File: src/hw/rtl/deq_pkg.sv
package deq_pkg;

    // Fixed field widths
    localparam int REQ_W  = 3;
    localparam int VAL_W  = 32;
    localparam int STAT_W = 2;

    // Default sizes
    localparam int DEF_DEPTH      = 16;
    localparam int DEF_DATA_WIDTH = 32;

    // Request codes
    localparam logic [REQ_W-1:0] REQ_PUSH_FRONT = 3'd0;
    localparam logic [REQ_W-1:0] REQ_PUSH_BACK  = 3'd1;
    localparam logic [REQ_W-1:0] REQ_POP_FRONT  = 3'd2;
    localparam logic [REQ_W-1:0] REQ_POP_BACK   = 3'd3;
    localparam logic [REQ_W-1:0] REQ_CLEAR      = 3'd4;

    // Status codes
    localparam logic [STAT_W-1:0] STAT_OK         = 2'd0;
    localparam logic [STAT_W-1:0] STAT_POP_EMPTY  = 2'd1;
    localparam logic [STAT_W-1:0] STAT_PUSH_FULL  = 2'd2;

    // Request sequencer states
    typedef enum logic [1:0] {
        ST_IDLE,
        ST_READ,
        ST_RESP
    } deq_state_t;

    // Memory access strobes
    typedef struct packed {
        logic wr_en;
        logic rd_en;
    } deq_mem_cmd_t;

    // Response info handed to the output stage
    typedef struct packed {
        logic                load;
        logic                empty;
        logic [STAT_W-1:0]   status;
    } deq_rsp_t;

endpackage

File: src/hw/rtl/deq_mem.sv
module deq_mem #(
    parameter int DEPTH      = deq_pkg::DEF_DEPTH,
    parameter int DATA_WIDTH = deq_pkg::DEF_DATA_WIDTH
) (
    input  logic                       clk,
    input  deq_pkg::deq_mem_cmd_t      cmd,
    input  logic [$clog2(DEPTH)-1:0]   wr_addr,
    input  logic [DATA_WIDTH-1:0]      wr_data,
    input  logic [$clog2(DEPTH)-1:0]   rd_front_addr,
    input  logic [$clog2(DEPTH)-1:0]   rd_back_addr,
    output logic [DATA_WIDTH-1:0]      rd_front_data,
    output logic [DATA_WIDTH-1:0]      rd_back_data
);
    import deq_pkg::*;

    logic [DATA_WIDTH-1:0] mem [DEPTH];

    // Single write port
    always_ff @(posedge clk)
    begin
        if (cmd.wr_en)
        begin
            mem[wr_addr] <= wr_data;
        end
    end

    // Two registered read ports
    always_ff @(posedge clk)
    begin
        if (cmd.rd_en)
        begin
            rd_front_data <= mem[rd_front_addr];
            rd_back_data  <= mem[rd_back_addr];
        end
    end

endmodule

File: src/hw/rtl/deq_ctrl.sv
module deq_ctrl #(
    parameter int DEPTH      = deq_pkg::DEF_DEPTH,
    parameter int DATA_WIDTH = deq_pkg::DEF_DATA_WIDTH
) (
    input  logic                          clk,
    input  logic                          rst_n,
    input  logic                          s_tvalid,
    output logic                          s_tready,
    input  logic [deq_pkg::REQ_W-1:0]     req_type,
    input  logic [deq_pkg::VAL_W-1:0]     push_value,
    input  logic                          out_free,
    output deq_pkg::deq_mem_cmd_t         cmd,
    output logic [$clog2(DEPTH)-1:0]      wr_addr,
    output logic [DATA_WIDTH-1:0]         wr_data,
    output logic [$clog2(DEPTH)-1:0]      rd_front_addr,
    output logic [$clog2(DEPTH)-1:0]      rd_back_addr,
    output deq_pkg::deq_rsp_t             rsp,
    output logic [$clog2(DEPTH+1)-1:0]    count
);
    import deq_pkg::*;

    localparam int PTR_W = $clog2(DEPTH);
    localparam int CNT_W = $clog2(DEPTH + 1);
    localparam int SUM_W = CNT_W + 1;

    deq_state_t          state_reg, state_next;
    logic [PTR_W-1:0]    front_reg, front_next;
    logic [CNT_W-1:0]    occ_reg, occ_next;
    logic [STAT_W-1:0]   status_reg, status_next;

    logic                accept;
    logic                full;
    logic                empty;
    logic                push_en;
    logic [PTR_W-1:0]    front_dec;
    logic [PTR_W-1:0]    front_inc;
    logic [SUM_W-1:0]    tail_sum;
    logic [SUM_W-1:0]    tail_wrap;
    logic [SUM_W-1:0]    back_sum;
    logic [SUM_W-1:0]    back_wrap;

    assign accept = s_tvalid && s_tready;
    assign full   = (occ_reg >= CNT_W'(DEPTH));
    assign empty  = (occ_reg == '0);

    // Circular pointer arithmetic
    assign front_dec = (front_reg == '0) ? PTR_W'(DEPTH - 1) : front_reg - 1'b1;
    assign front_inc = (front_reg == PTR_W'(DEPTH - 1)) ? '0 : front_reg + 1'b1;

    // Slot after the last element
    assign tail_sum  = SUM_W'(front_reg) + SUM_W'(occ_reg);
    assign tail_wrap = (tail_sum >= SUM_W'(DEPTH)) ? tail_sum - SUM_W'(DEPTH) : tail_sum;

    // Last element, valid only when not empty
    assign back_sum  = tail_sum - 1'b1;
    assign back_wrap = (back_sum >= SUM_W'(DEPTH)) ? back_sum - SUM_W'(DEPTH) : back_sum;

    // Stored word keeps the low DATA_WIDTH bits, zero above bit 31
    generate
        if (DATA_WIDTH > VAL_W)
        begin : g_wide
            assign wr_data = {{(DATA_WIDTH - VAL_W){1'b0}}, push_value};
        end
        else
        begin : g_narrow
            assign wr_data = push_value[DATA_WIDTH-1:0];
        end
    endgenerate

    // Request decode: pointer, count, status and write slot
    always_comb
    begin
        front_next  = front_reg;
        occ_next    = occ_reg;
        status_next = status_reg;
        push_en     = 1'b0;
        wr_addr     = tail_wrap[PTR_W-1:0];
        if (accept)
        begin
            status_next = STAT_OK;
            case (req_type)
                REQ_PUSH_FRONT:
                begin
                    wr_addr = front_dec;
                    if (full)
                    begin
                        status_next = STAT_PUSH_FULL;
                    end
                    else
                    begin
                        push_en    = 1'b1;
                        front_next = front_dec;
                        occ_next   = occ_reg + 1'b1;
                    end
                end
                REQ_PUSH_BACK:
                begin
                    if (full)
                    begin
                        status_next = STAT_PUSH_FULL;
                    end
                    else
                    begin
                        push_en  = 1'b1;
                        occ_next = occ_reg + 1'b1;
                    end
                end
                REQ_POP_FRONT:
                begin
                    if (empty)
                    begin
                        status_next = STAT_POP_EMPTY;
                    end
                    else
                    begin
                        front_next = front_inc;
                        occ_next   = occ_reg - 1'b1;
                    end
                end
                REQ_POP_BACK:
                begin
                    if (empty)
                    begin
                        status_next = STAT_POP_EMPTY;
                    end
                    else
                    begin
                        occ_next = occ_reg - 1'b1;
                    end
                end
                REQ_CLEAR:
                begin
                    front_next = '0;
                    occ_next   = '0;
                end
                default:
                begin
                    front_next = front_reg;
                end
            endcase
        end
    end

    // Next state
    always_comb
    begin
        state_next = state_reg;
        case (state_reg)
            ST_IDLE:
            begin
                if (s_tvalid)
                begin
                    state_next = ST_READ;
                end
            end
            ST_READ:
            begin
                state_next = ST_RESP;
            end
            ST_RESP:
            begin
                if (out_free)
                begin
                    state_next = ST_IDLE;
                end
            end
            default:
            begin
                state_next = ST_IDLE;
            end
        endcase
    end

    // State outputs
    always_comb
    begin
        s_tready   = 1'b0;
        cmd.rd_en  = 1'b0;
        cmd.wr_en  = push_en;
        rsp.load   = 1'b0;
        rsp.empty  = empty;
        rsp.status = status_reg;
        case (state_reg)
            ST_IDLE:
            begin
                s_tready = 1'b1;
            end
            ST_READ:
            begin
                cmd.rd_en = 1'b1;
            end
            ST_RESP:
            begin
                rsp.load = out_free;
            end
            default:
            begin
                s_tready = 1'b0;
            end
        endcase
    end

    assign rd_front_addr = front_reg;
    assign rd_back_addr  = empty ? front_reg : back_wrap[PTR_W-1:0];
    assign count         = occ_reg;

    // Control registers
    always_ff @(posedge clk or negedge rst_n)
    begin
        if (!rst_n)
        begin
            state_reg  <= ST_IDLE;
            front_reg  <= '0;
            occ_reg    <= '0;
            status_reg <= STAT_OK;
        end
        else
        begin
            state_reg  <= state_next;
            front_reg  <= front_next;
            occ_reg    <= occ_next;
            status_reg <= status_next;
        end
    end

    // Occupancy never goes past the capacity
    a_occ_bound: assert property (@(posedge clk) disable iff (!rst_n)
        occ_reg <= CNT_W'(DEPTH))
        else $error("occupancy above capacity");

    // A dropped push leaves a full queue behind
    a_full_drop: assert property (@(posedge clk) disable iff (!rst_n)
        (state_reg == ST_READ && status_reg == STAT_PUSH_FULL)
        |-> occ_reg == CNT_W'(DEPTH))
        else $error("push flagged full on a queue with room");

    // An ignored pop leaves an empty queue behind
    a_empty_pop: assert property (@(posedge clk) disable iff (!rst_n)
        (state_reg == ST_READ && status_reg == STAT_POP_EMPTY) |-> occ_reg == '0)
        else $error("pop flagged empty on a non-empty queue");

    // Writes only on an accepted request, never beside a read
    a_wr_gate: assert property (@(posedge clk) disable iff (!rst_n)
        cmd.wr_en |-> (accept && !cmd.rd_en))
        else $error("memory write outside request accept");

    // Each accepted request is followed by the read state with the read strobe
    a_read_follows: assert property (@(posedge clk) disable iff (!rst_n)
        accept |=> (state_reg == ST_READ && cmd.rd_en))
        else $error("read cycle missing after accept");

endmodule

File: src/hw/rtl/double_ended_queue_unit.sv
// Bounded double-ended queue of DEPTH signed words held in a circular buffer
// in one synchronous memory (one write port, two registered read ports). Each
// word on the input stream is a request: push front, push back, pop front,
// pop back or clear, coded in s_tuser. Each request yields one result word
// with the front and back values, the element count and a status (ok, pop on
// empty ignored, push on full dropped). Front and back read zero when empty.
// A request is handled in order: the pointers are updated and the entry written,
// then the front and back entries are read from the memory, then the output
// register is loaded. The next request is taken while a result still
// waits on the output; a stalled output holds the sequencer in its last step.
module double_ended_queue_unit #(
    parameter int DEPTH      = deq_pkg::DEF_DEPTH,
    parameter int DATA_WIDTH = deq_pkg::DEF_DATA_WIDTH
) (
    input  logic                                   clk,
    input  logic                                   rst_n,
    input  logic                                   s_tvalid,
    output logic                                   s_tready,
    // push_value
    input  logic [deq_pkg::VAL_W-1:0]              s_tdata,
    // req_type
    input  logic [deq_pkg::REQ_W-1:0]              s_tuser,
    output logic                                   m_tvalid,
    input  logic                                   m_tready,
    // front_value, back_value, element_count, zero pad
    output logic [((2*deq_pkg::VAL_W+$clog2(DEPTH+1)+7)/8)*8-1:0] m_tdata,
    // status
    output logic [deq_pkg::STAT_W-1:0]             m_tuser
);
    import deq_pkg::*;

    localparam int PTR_W = $clog2(DEPTH);
    localparam int CNT_W = $clog2(DEPTH + 1);

    deq_mem_cmd_t          cmd;
    deq_rsp_t              rsp;
    logic [PTR_W-1:0]      wr_addr;
    logic [DATA_WIDTH-1:0] wr_data;
    logic [PTR_W-1:0]      rd_front_addr;
    logic [PTR_W-1:0]      rd_back_addr;
    logic [DATA_WIDTH-1:0] rd_front_data;
    logic [DATA_WIDTH-1:0] rd_back_data;
    logic [CNT_W-1:0]      count;
    logic                  out_free;
    logic [VAL_W-1:0]      front_ext;
    logic [VAL_W-1:0]      back_ext;

    logic                  m_tvalid_reg, m_tvalid_next;
    logic [VAL_W-1:0]      front_reg;
    logic [VAL_W-1:0]      back_reg;
    logic [CNT_W-1:0]      count_reg;
    logic [STAT_W-1:0]     status_reg;

    assign out_free = !m_tvalid_reg || m_tready;

    deq_ctrl #(
        .DEPTH      (DEPTH),
        .DATA_WIDTH (DATA_WIDTH)
    ) u_ctrl (
        .clk           (clk),
        .rst_n         (rst_n),
        .s_tvalid      (s_tvalid),
        .s_tready      (s_tready),
        .req_type      (s_tuser),
        .push_value    (s_tdata),
        .out_free      (out_free),
        .cmd           (cmd),
        .wr_addr       (wr_addr),
        .wr_data       (wr_data),
        .rd_front_addr (rd_front_addr),
        .rd_back_addr  (rd_back_addr),
        .rsp           (rsp),
        .count         (count)
    );

    deq_mem #(
        .DEPTH      (DEPTH),
        .DATA_WIDTH (DATA_WIDTH)
    ) u_mem (
        .clk           (clk),
        .cmd           (cmd),
        .wr_addr       (wr_addr),
        .wr_data       (wr_data),
        .rd_front_addr (rd_front_addr),
        .rd_back_addr  (rd_back_addr),
        .rd_front_data (rd_front_data),
        .rd_back_data  (rd_back_data)
    );

    // Sign-extend narrower stored words to the reported width, truncate wider ones
    generate
        if (DATA_WIDTH >= VAL_W)
        begin : g_trunc
            assign front_ext = rd_front_data[VAL_W-1:0];
            assign back_ext  = rd_back_data[VAL_W-1:0];
        end
        else
        begin : g_sext
            assign front_ext = {{(VAL_W - DATA_WIDTH){rd_front_data[DATA_WIDTH-1]}},
                                rd_front_data};
            assign back_ext  = {{(VAL_W - DATA_WIDTH){rd_back_data[DATA_WIDTH-1]}},
                                rd_back_data};
        end
    endgenerate

    // Output valid
    always_comb
    begin
        m_tvalid_next = m_tvalid_reg;
        if (m_tvalid_reg && m_tready)
        begin
            m_tvalid_next = 1'b0;
        end
        if (rsp.load)
        begin
            m_tvalid_next = 1'b1;
        end
    end

    always_ff @(posedge clk or negedge rst_n)
    begin
        if (!rst_n)
        begin
            m_tvalid_reg <= 1'b0;
        end
        else
        begin
            m_tvalid_reg <= m_tvalid_next;
        end
    end

    // Output payload
    always_ff @(posedge clk)
    begin
        if (rsp.load)
        begin
            front_reg  <= rsp.empty ? '0 : front_ext;
            back_reg   <= rsp.empty ? '0 : back_ext;
            count_reg  <= count;
            status_reg <= rsp.status;
        end
    end

    // Pack the result word
    always_comb
    begin
        m_tdata                      = '0;
        m_tdata[VAL_W-1:0]           = front_reg;
        m_tdata[2*VAL_W-1:VAL_W]     = back_reg;
        m_tdata[2*VAL_W +: CNT_W]    = count_reg;
    end

    assign m_tvalid = m_tvalid_reg;
    assign m_tuser  = status_reg;

    // A result is loaded only into a free output slot
    a_load_free: assert property (@(posedge clk) disable iff (!rst_n)
        rsp.load |-> (!m_tvalid_reg || m_tready))
        else $error("result overwrote a pending output word");

    // An empty queue reports zero front and back
    a_empty_zero: assert property (@(posedge clk) disable iff (!rst_n)
        $rose(m_tvalid_reg) && count_reg == '0 |-> front_reg == '0 && back_reg == '0)
        else $error("empty queue reported nonzero values");

    // No new request while a result is waiting to be loaded
    a_no_overlap: assert property (@(posedge clk) disable iff (!rst_n)
        rsp.load |-> !s_tready)
        else $error("request taken during result load");

endmodule

File: config.mk
export PLATFORM = sky130hd
export DESIGN_NAME = double_ended_queue_unit
export DESIGN_NICKNAME = d
export VERILOG_FILES = /design/src/hw/rtl/deq_pkg.sv /design/src/hw/rtl/deq_mem.sv /design/src/hw/rtl/deq_ctrl.sv /design/src/hw/rtl/double_ended_queue_unit.sv
export SDC_FILE = /design/constraint.sdc
export NUM_CORES = 1
export LEC_CHECK = 0
export BUFFER_PORTS_ARGS = -buffer_cell sky130_fd_sc_hd__clkbuf_2
export CAP_MARGIN = 0
export CORE_UTILIZATION = 60
export DETAILED_ROUTE_END_ITERATION = 7
export PLACE_DENSITY = 0.78
export SYNTH_ARGS = -nofsm -noshare
export SYNTH_HDL_FRONTEND = slang
export SYNTH_HIERARCHICAL = 1
export SYNTH_SLANG_ARGS = --single-unit
File: constraint.sdc
create_clock -name clk -period 9.41 [get_ports clk]
set_input_delay 0.4705 -clock clk [delete_from_list [all_inputs] [get_ports clk]]
set_output_delay 0.4705 -clock clk [all_outputs]
set_load 0.1 [all_outputs]
# Word level (Yosys, flattened, before mapping)
# Memories as Yosys holds them, arrays and structs flattened. A register that Yosys moved wholly into a read port is not among the register bits.
# Cells that the tools add are included.
[word_totals]
reg_bits = 85
latchBits = 0
mem_bits_rw = 512
mem_bits_ro = 0
inputBits = 39
out_inout_bits = 76
word_cells = 79
mem_count = 1
[classes]
n_addsub = 8
mul = 0
div = 0
order_cmp = 3
eq_ne = 13
shift = 0
n_mux = 29
bitwise = 0
reduce_logical = 16
[memory_table]
columns = ["name", "depth", "word_bits", "read_ports", "rd_clocked_by_memory_dff", "write_ports", "line_no", "source"]
rows = [
  ["u_mem.mem", 16, 32, 2, 2, 1, "deq_mem.sv:16", "logic [DATA_WIDTH-1:0] mem [DEPTH];"],
]
[ops]
columns = ["cell", "count"]
rows = [
  ["4-bit two-way mux", 9],
  ["5-bit case mux with 3 select lines", 1],
  ["6-bit by 5-bit greater-or-equal comparator with 1-bit output, second input constant", 2],
  ["4-bit case mux with 3 select lines", 1],
  ["4-bit by 1-bit subtractor with 4-bit output, second input constant", 3],
  ["1-bit two-way mux", 11],
  ["5-bit two-way mux", 2],
  ["2-bit inequality test, second input constant", 5],
  ["4-bit AND reduction", 2],
  ["4-bit by 5-bit adder with 6-bit output", 1],
  ["3-bit by 2-bit equality test with 1-bit output, second input constant", 2],
  ["2-bit two-way mux", 3],
  ["2-bit case mux with 3 select lines", 1],
  ["3-bit nonzero test", 2],
  ["6-bit by 1-bit subtractor with 6-bit output, second input constant", 1],
  ["5-bit by 1-bit adder with 5-bit output, second input constant", 1],
  ["5-bit greater-or-equal comparator, second input constant", 1],
  ["5-bit logical NOT", 1],
  ["5-bit by 1-bit subtractor with 5-bit output, second input constant", 1],
  ["4-bit by 1-bit adder with 4-bit output, second input constant", 1],
  ["4-bit equality test, second input constant", 1],
  ["4-bit logical NOT", 1],
  ["2-bit case mux with 2 select lines", 1],
  ["2-bit OR reduction", 2],
  ["other kinds (12)", 13],
]

# Depth between registers and ports, before layout
# Gate-level depths: netlist of run 1.
[logic_depth]
depth_word = 6
mapped_depth = 12
mapped_depth_nobuf = 10

# Modules after synthesis
# Netlist of run 1, hierarchy kept.
[by_module_without_submodules]
columns = ["module", "instances", "cells_per_inst", "area_each_um2"]
rows = [
  ["deq_mem", 1, 1141, 24827.6],
  ["double_ended_queue_unit", 1, 149, 2832.7],
  ["deq_ctrl", 1, 166, 1423.9],
]

# Worst setup path before layout of run 1
# OpenSTA, ideal clock, no wires.
[synth_path]
path_kind = "reg-to-reg"
from = "register u_ctrl.front_reg[0] (netlist: u_ctrl/rd_front_addr[0])"
to = "memory u_mem/mem[0][0] in the netlist's numbering (enable)"
setup_time_ns = 0.461
arrival_time_ns = 4.237
required_ns = 8.949
slack_ns = 4.712
path_stages_with_launch = 8
n_path_buf = 0
synth_period_minus_slack_ns = 4.698
path_cell_list = "dfrtp_1 -> ha_1 -> inv_1 -> fa_1 -> xor2_1 -> mux2i_1 -> or3b_2 -> nor3_1"
[synth_via]
elab_chain_cells = 5
elab_cells_between_ends = 9
classes_between = "add/sub: 3; order compare: 1; mux: 4; reduce/logical: 1"
[synth_lines]
columns = ["element", "line_no", "source"]
rows = [
  ["start, declared", "deq_ctrl.sv:27", "logic [PTR_W-1:0] front_reg, front_next;"],
  ["start signal, assigned", "deq_ctrl.sv:220", "front_reg <= front_next;"],
  ["4-bit by 5-bit adder with 6-bit output", "deq_ctrl.sv:51", "assign tail_sum = SUM_W'(front_reg) + SUM_W'(occ_reg);"],
  ["6-bit by 5-bit greater-or-equal comparator with 1-bit output / 4-bit by 1-bit subtractor with 4-bit output (equally long branches)", "deq_ctrl.sv:52", "assign tail_wrap = (tail_sum >= SUM_W'(DEPTH)) ? tail_sum - SUM_W'(DEPTH) : tail_sum;"],
  ["4-bit two-way mux", "deq_ctrl.sv:52", ""],
  ["4-bit two-way mux", "deq_ctrl.sv:81", "case (req_type)"],
  ["4-bit two-way mux (*)", "deq_ctrl.sv:78", "if (accept)"],
  ["net wr_addr[2]", "double_ended_queue_unit.sv:37", "logic [PTR_W-1:0] wr_addr;"],
  ["end, declared", "deq_mem.sv:16", ""],
]
# The timed path passes the listed nets; every way through them passes the cells marked *.

# Final worst setup path of run 1
[layout_path]
from = "register u_ctrl.front_reg[1] (netlist: u_ctrl/rd_front_addr[1])"
to = "register u_mem.rd_back_data[24] (read register of u_mem.mem) (data pin)"
[layout_via]
elab_chain_cells = 5
elab_cells_between_ends = 6
classes_between = "add/sub: 3; order compare: 1; mux: 2"
[layout_lines]
columns = ["element", "line_no", "source"]
rows = [
  ["4-bit by 5-bit adder with 6-bit output (*)", "deq_ctrl.sv:51", ""],
  ["6-bit by 1-bit subtractor with 6-bit output (*)", "deq_ctrl.sv:55", "assign back_sum = tail_sum - 1'b1;"],
  ["6-bit by 5-bit greater-or-equal comparator with 1-bit output / 4-bit by 1-bit subtractor with 4-bit output (equally long branches)", "deq_ctrl.sv:56", "assign back_wrap = (back_sum >= SUM_W'(DEPTH)) ? back_sum - SUM_W'(DEPTH) : back_sum;"],
  ["4-bit two-way mux (*)", "deq_ctrl.sv:56", ""],
  ["4-bit two-way mux (*)", "deq_ctrl.sv:204", "assign rd_back_addr = empty ? front_reg : back_wrap[PTR_W-1:0];"],
  ["net rd_back_addr[3]", "double_ended_queue_unit.sv:40", "logic [PTR_W-1:0] rd_back_addr;"],
  ["end, declared", "deq_mem.sv:12", "output logic [DATA_WIDTH-1:0] rd_back_data"],
]
# Marks and branches as above.
# A chain may end at the register's enable or synchronous reset.

==> results of run 1 <==
==> worst max-delay path, delay by kind of cell, from the launching register on <==
family / cells / cell delay, ns
compound gates: 1 / 0.13
xor+xnor: 2 / 0.83
fa+ha+maj: 1 / 0.51
buf+inv: 2 / 0.79
flops: 1 / 1.11
simple gates: 3 / 1.23
mux: 1 / 0.08
==> layer usage <==
layer / global-route usage / up-vias / routed length [um]
met1: 0.381 / 7999 / 24900
met3: 0.0576 / 168 / 7020
met5: 0 / - / 14
li1: - / 6252 / -
met4: 0.111 / 2 / 2150
met2: 0.464 / 924 / 34400
==> Yosys cell counts, drive strengths merged (2+ instances only) <==
cell type | instances | area, um2
a211oi | 2 | 15.0
a21o | 3 | 22.5
a21oi | 11 | 58.8
a22o | 3 | 26.3
a22oi | 128 | 961
and2 | 2 | 12.5
buf | 98 | 662
clkbuf | 35 | 131
dfrtp | 14 | 350
edfxtp | 647 | 19400
fa | 2 | 40.0
ha | 11 | 138
inv | 9 | 33.8
mux2i | 5 | 50.1
mux4 | 256 | 5770
nand2 | 76 | 288
nand2b | 7 | 43.8
nand3 | 4 | 20.0
nand3b | 2 | 15.0
nor2 | 25 | 93.8
nor2b | 73 | 607
nor3 | 6 | 30.0
nor4 | 2 | 12.5
o21ai | 10 | 50.1
o31ai | 2 | 15.0
or3b | 2 | 17.5
xnor2 | 6 | 52.6
xor2 | 3 | 26.3
==> layout by cell type, fill, tap and decap left out, types with 3 or more instances in the layout <==
master / instances
nor3_2: 4
nor2_4: 14
clkinv_1: 7
inv_1: 8
buf_4: 36
o21ai_0: 8
nand2b_1: 7
a22oi_1: 128
nor2b_4: 5
dfrtp_1: 12
nor2_1: 11
mux4_2: 256
ha_1: 11
nor2b_2: 60
conb_1: 3
nor2b_1: 8
a22o_1: 3
edfxtp_1: 647
nand3_1: 4
clkinv_2: 12
clkinvlp_4: 3
nand2_1: 75
a21o_1: 3
clkbuf_1: 22
a21oi_1: 8
xnor2_1: 6
mux2i_1: 5
clkbuf_16: 71
xor2_1: 3
clkbuf_2: 111
bufinv_16: 3
==> worst max-delay path by stage <==
stage	slack, ns	endpoint	start	depth (start not counted)
after floorplan	4.71	u_mem/mem[0][0]$_DFFE_PP_	u_ctrl/rd_front_addr[0]$_DFFE_PN0P_	7
after global placement	4.77	u_mem/rd_back_data[14]$_DFFE_PP_	u_ctrl/rd_front_addr[1]$_DFFE_PN0P_	10
after detailed placement	4.65	u_mem/rd_back_data[24]$_DFFE_PP_	u_ctrl/rd_front_addr[1]$_DFFE_PN0P_	10
after CTS	4.61	u_mem/rd_back_data[24]$_DFFE_PP_	u_ctrl/rd_front_addr[1]$_DFFE_PN0P_	10
after global routing	4.34	u_mem/rd_back_data[29]$_DFFE_PP_	u_ctrl/rd_front_addr[1]$_DFFE_PN0P_	10
final	4.56	u_mem/rd_back_data[24]$_DFFE_PP_	u_ctrl/rd_front_addr[1]$_DFFE_PN0P_	10
==> through the flow <==
stage / instance area (um2) / std cells / worst slack, ns
3_3_place_gp: 30100 / 2088 / 4.77
3_5_place_dp: 30100 / 2088 / 4.65
2_1_floorplan: 29100 / 1458 / 4.71
4_1_cts: 32200 / 2207 / 4.61
6_report: 32200 / 2209 / 4.56
5_1_grt: 32200 / 2208 / 4.34
==> logic make-up (layout without fill, tap and decap cells) <==
kind of cell	count (synthesis)	after routing	share of synthesized area
AOI/OAI and AO/OA	165	165	0.0419
xor gates and xnor gates	9	9	0.00271
adders and majority gates	13	13	0.00611
buffers and inverters	142	276	0.0284
DFF	661	661	0.680
muxes	262	262	0.200
other	1	5	0.000129
and+or+nand+nor	203	203	0.0403
==> timing repair <==
action | 4_1_cts | 5_1_grt
hold buffers | 1 | 0
endpoints found under the setup margin | 0 | 0
hold endpoints to repair | 14 | 0
resized for setup | 0 | 0
==> area by class of cell <==
class / count / share of cell area
Antenna cell: 2 / 0.000155
Clock buffer: 93 / 0.0578
Clock inverter: 25 / 0.00630
Inverter: 9 / 0.00109
Multi-Input combinational cell: 655 / 0.269
Sequential cell: 661 / 0.615
Tap cell: 615 / 0.0239
Timing Repair Buffer: 149 / 0.0266
==> run_results.csv, run 1 <==
group,metric,value,unit
status,status,"finished, final reports clean",
timing,fin_worst_skew,0.0205,ns
finish,largest_reg_flops,512,
detailed_routing,drt_wl_total,68500,um
clock_tree,cts_buffers,67,
finish,fin_util,0.674,
worst_setup_path,r2r_cells,10,
detailed_routing,drcViolationCount,0,
floorplanning,core,47700,um2
clock_tree,clk_pin_slew,0.06,ns
yosys,syn_area,29100,um2
detailed_routing,dr.pass1.iters,7,
detailed_routing,wl_per_cell,31.0,um
floorplanning,die_w,222,um
clock_tree,cts_tree,"built",
worst_setup_path,critPathMaxStageDelay,1.11,ns
finish,drive_above_1_share,0.369,
yosys,synth_seq_cells,661,
hold_path,holdPathStages,3,
finish,areaGrowthSynthToFinish,10.7,%
worst_setup_path,criticalPathCategory,"register to register",
worst_setup_path,cp.arrival,5.30,ns
grt,grt_pass1_wl,100000,um
timing,max_freq,0.206,GHz
detailed_routing,vias,15300,
clock_tree,cts_sinks,661,
clock_tree,cts_max_path_buffers,3,
floorplanning,die_h,222,um
finish,register_area,19800,um2
run,drv_cap,0,
placement,gp_congestion,0.783,
grt,antenna_found_initial,2,
floorplanning,core.rowCount,80,
timing,setup_violations,0,
yosys,yosysSeqAreaShare,0.680,
timing,finalSetupTns,0,ns
yosys,netlist_instances,1456,
floorplanning,die_area,49400,um2
placement,numPortBuffers,111,
worst_setup_path,cp_slowest_cell,"dfrtp_4",
hold_path,holdPathEnd,"m_tvalid$_DFFE_PN0P_",
timing,rsz0062_at_grt,"false",
finish,top_register,"u_mem/mem",
yosys,synth_area_per_cell,20.0,um2
clock_tree,cts-root-buf,"clkbuf_16",
worst_setup_path,r2r_start,"u_ctrl/rd_front_addr[1]$_DFFE_PN0P_",
yosys,synth_enable_flop_cells,647,
worst_setup_path,path_cells,"inv_1, fa_1, xor2_1, and4_1, mux2i_1, xnor2_1, and2_1, buf_4, a22oi_1, nand2_1",
grt,grt_pass1_vias,15700,
floorplanning,initial_core_util,0.609,
worst_setup_path,ff2ff_setup_slack,4.56,ns
grt,grt_overflow,0,
finish,finalNetCount,1595,
yosys,async_reset_ff_frac,0.0212,
clock_tree,cts_setup_buffers,0,
hold_path,hold_class,"input port to register",
timing,finalMaxSlewViolations,0,
detailed_routing,viasPerCell,6.95,
timing,finalCritPeriodShare,0.515,
timing,fin_hold_ws,0.218,ns
worst_setup_path,start_kind,"register",
grt,grt_max_degree,129,
worst_setup_path,cp.required,9.86,ns
finish,multiInputGateArea,8670,um2
clock_tree,clk-insertion-delay-late,0.60,ns
worst_setup_path,crit_fanout,65,
grt,grt_util_all_layers,0.284,
worst_setup_path,worstSetupEndpointType,"register",
timing,slew_headroom,0.218,
timing,hold_violations,0,
timing,fin_crit,4.85,ns
detailed_routing,drt-initial-drc-count,1790,
hold_path,hold_start,"m_tready",
worst_setup_path,worst_r2r_endpoint,"u_mem/rd_back_data[24]$_DFFE_PP_",
detailed_routing,ant_nets,0,
clock_tree,cts.htree.levels,3,
finish,fillers,2915,
yosys,yosys_warnings,6,
floorplanning,io_pins,115,
placement,hpwl,35600,um
timing,worstMarginPinSlew,1.17,ns
yosys,yosys.cell_types.count,49,
yosys,ys.flop_type,"edfxtp_1",
Power of run 1 is not shown: default switching activity piles up to over one toggle a cycle in this logic, so the estimate is an artifact.
==> inputs of run 2 (changes only) <==
==> constraint.sdc (replaced) <==
create_clock -name clk -period 4.5 [get_ports clk]
set_input_delay 0.225 -clock clk [delete_from_list [all_inputs] [get_ports clk]]
set_output_delay 0.225 -clock clk [all_outputs]
set_load 0.1 [all_outputs]
==> run 2 against run 1 <==
  * Setup slack got worse by 3.8 ns
  * Final cell count rose by 0.77%
  * Sequential share of layout area decreased by 0.69 points
  * Core utilization rose by 0.77 points
  * Clock skew rose by 0.0054 ns
  * Non-clock buffer count rose by 16
  * Final area increased by 1.1%
  * Global-route usage shrank 0.60 points
  * Highest routed layer unchanged
==> run_results.csv, run 2 (synthesis gave the netlist of run 1 again) <==
group,metric,value,unit
status,status,"finished, final reports clean",
floorplanning,initial_core_util,0.609,
finish,fin_util,0.682,
floorplanning,die_area,49400,um2
finish,top_register,"u_mem/mem",
detailed_routing,drt-initial-drc-count,1701,
worst_setup_path,r2r_start,"u_ctrl/state_reg[1]$_DFFE_PN0P_",
worst_setup_path,critPathMaxStageDelay,0.70,ns
hold_path,holdPathStages,1,
clock_tree,clk_pin_slew,0.06,ns
clock_tree,cts_tree,"built",
clock_tree,cts_buffers,67,
floorplanning,io_pins,115,
clock_tree,clk-insertion-delay-late,0.61,ns
finish,largest_reg_flops,512,
worst_setup_path,cp.arrival,4.02,ns
detailed_routing,wl_met1,24200,um
worst_setup_path,cp_slowest_cell,"nor2_4",
detailed_routing,dr.pass1.iters,5,
timing,slew_headroom,0.177,
clock_tree,cts.htree.levels,3,
grt,grt_util_all_layers,0.278,
run,drv_cap,0,
finish,final_common_cell,"edfxtp_1",
hold_path,holdPathEnd,"u_mem/mem[6][11]$_DFFE_PP_",
worst_setup_path,worstSetupEndpointType,"register",
grt,grt_overflow,0,
detailed_routing,wl_per_cell,29.9,um
placement,hpwl,38000,um
placement,gp_congestion,0.799,
worst_setup_path,r2r_cells,7,
detailed_routing,met2_length,33200,um
timing,setup_violations,0,
detailed_routing,drt_wl_total,66500,um
worst_setup_path,path_buf_inv,1,
floorplanning,die_w,222,um
timing,hold_violations,0,
timing,max_freq,0.269,GHz
hold_path,hold_start,"s_tdata[11]",
clock_tree,cts_max_path_buffers,3,
clock_tree,cts-root-buf,"clkbuf_16",
floorplanning,core.rowCount,80,
timing,finalCritPeriodShare,0.827,
worst_setup_path,ff2ff_setup_slack,0.78,ns
timing,finalSetupTns,0,ns
grt,grt_max_degree,74,
worst_setup_path,crit_family,"simple AND/OR/NAND/NOR gates",
floorplanning,core,47700,um2
hold_path,hold_class,"input port to register",
timing,finalMaxSlewViolations,0,
clock_tree,cts_resized,0,
finish,n_antenna_cell,0,
detailed_routing,viasPerCell,6.92,
floorplanning,die_h,222,um
detailed_routing,vias,15400,
worst_setup_path,crit_fanout,17,
timing,fin_worst_skew,0.0259,ns
detailed_routing,ant_nets,0,
worst_setup_path,start_kind,"register",
detailed_routing,routed.top_layer,"met5",
finish,areaGrowthSynthToFinish,11.9,%
worst_setup_path,path_cells,"or3b_1, nor2_1, nand2_1, a21oi_1, nand2b_1, nor2_4, buf_12",
worst_setup_path,criticalPathCategory,"register to register",
finish,drive_above_1_share,0.375,
clock_tree,cts_sinks,661,
timing,fin_crit,3.72,ns
detailed_routing,drcViolationCount,0,
worst_setup_path,worst_r2r_endpoint,"u_mem/mem[9][16]$_DFFE_PP_",
grt,grt_pass1_vias,15900,
worst_setup_path,cp.required,4.79,ns
timing,rsz0062_at_grt,"false",
finish,mostFrequentLayoutCells,"edfxtp_1 (647), mux4_2 (256), a22oi_1 (128)",
placement,numPortBuffers,111,
timing,worstMarginPinSlew,1.23,ns
grt,antenna_found_initial,4,
detailed_routing,routed-wl-met3,6980,um
grt,grt_pass1_wl,99700,um
finish,finalNetCount,1611,
-- run 2: cell types whose count changed in the layout (fill, tap and decap cells not counted), moves of 2 or more --
| cell | delta |
|---|---|
| buf_12 | +14 |
| clkbuf_1 | -9 |
| clkinv_1 | +9 |
| bufinv_16 | +3 |
| clkbuf_16 | -3 |
| clkinv_8 | +3 |
| clkinvlp_4 | -2 |
| diode_2 | -2 |
| dlygate4sd3_1 | +2 |
| inv_6 | +2 |
-- run 2: what timing repair did --
action / 4_1_cts / 5_1_grt
hold buffers: 3 / 0
endpoints found under the setup margin: 0 / 0
hold endpoints to repair: 31 / 0
setup buffers: 0 / 0
-- run 2: worst reg2reg max path: cells and delay by family (launching register included) --
family                 cells  cell delay [ns]
AO/OA/AOI/OAI              1             0.68
buffers and inverters      1             0.26
flip-flops                 1             0.44
AND/OR/NAND/NOR            5             2.04
-- run 2: how the worst max path moves through the flow --
| stage | depth (start not counted) | startpoint | to |
|---|---|---|---|
| 6_report | 7 | u_ctrl/state_reg[1]$_DFFE_PN0P_ | u_mem/mem[9][16]$_DFFE_PP_ |
| 5_1_grt | 11 | u_ctrl/rd_front_addr[0]$_DFFE_PN0P_ | u_mem/rd_back_data[3]$_DFFE_PP_ |
| 4_1_cts | 7 | u_ctrl/state_reg[1]$_DFFE_PN0P_ | u_mem/mem[9][16]$_DFFE_PP_ |
| 3_5_place_dp | 7 | u_ctrl/state_reg[1]$_DFFE_PN0P_ | u_mem/mem[9][25]$_DFFE_PP_ |
| 3_3_place_gp | 7 | u_ctrl/state_reg[1]$_DFFE_PN0P_ | u_mem/mem[9][25]$_DFFE_PP_ |
| 2_1_floorplan | 7 | u_ctrl/rd_front_addr[0]$_DFFE_PN0P_ | u_mem/mem[8][0]$_DFFE_PP_ |
-- run 2: area by class of cell --
class | instances | area [um2]
clock buffer | 81 | 1750
clock inverter | 40 | 378
fill | 2926 | 15200
inverter | 9 | 35.0
multi-input combinational | 655 | 8680
sequential | 661 | 19800
tap | 615 | 769
timing repair buffer | 165 | 1160
-- run 2: routing by layer --
| metal | vias to the layer above | GRT usage |
|---|---|---|
| li1 | 6294 | - |
| met1 | 7961 | 0.378 |
| met2 | 987 | 0.454 |
| met3 | 161 | 0.0557 |
| met4 | 8 | 0.0977 |
| met5 | - | 0 |
-- run 2: metrics by stage --
stage / hold WS (ns) / instance area (um2) / setup slack (ns) / cells
after global placement: 0.148 / 30400 / 0.876 / 2102
after floorplan: -0.0706 / 29100 / 0.0841 / 1458
after CTS: 0.00506 / 32600 / 0.787 / 2226
after detailed placement: 0.155 / 30400 / 0.817 / 2102
final: 0.0301 / 32600 / 0.778 / 2226
after global routing: 0.0376 / 32600 / 0.607 / 2226
Power of run 2 is left out for the same reason.
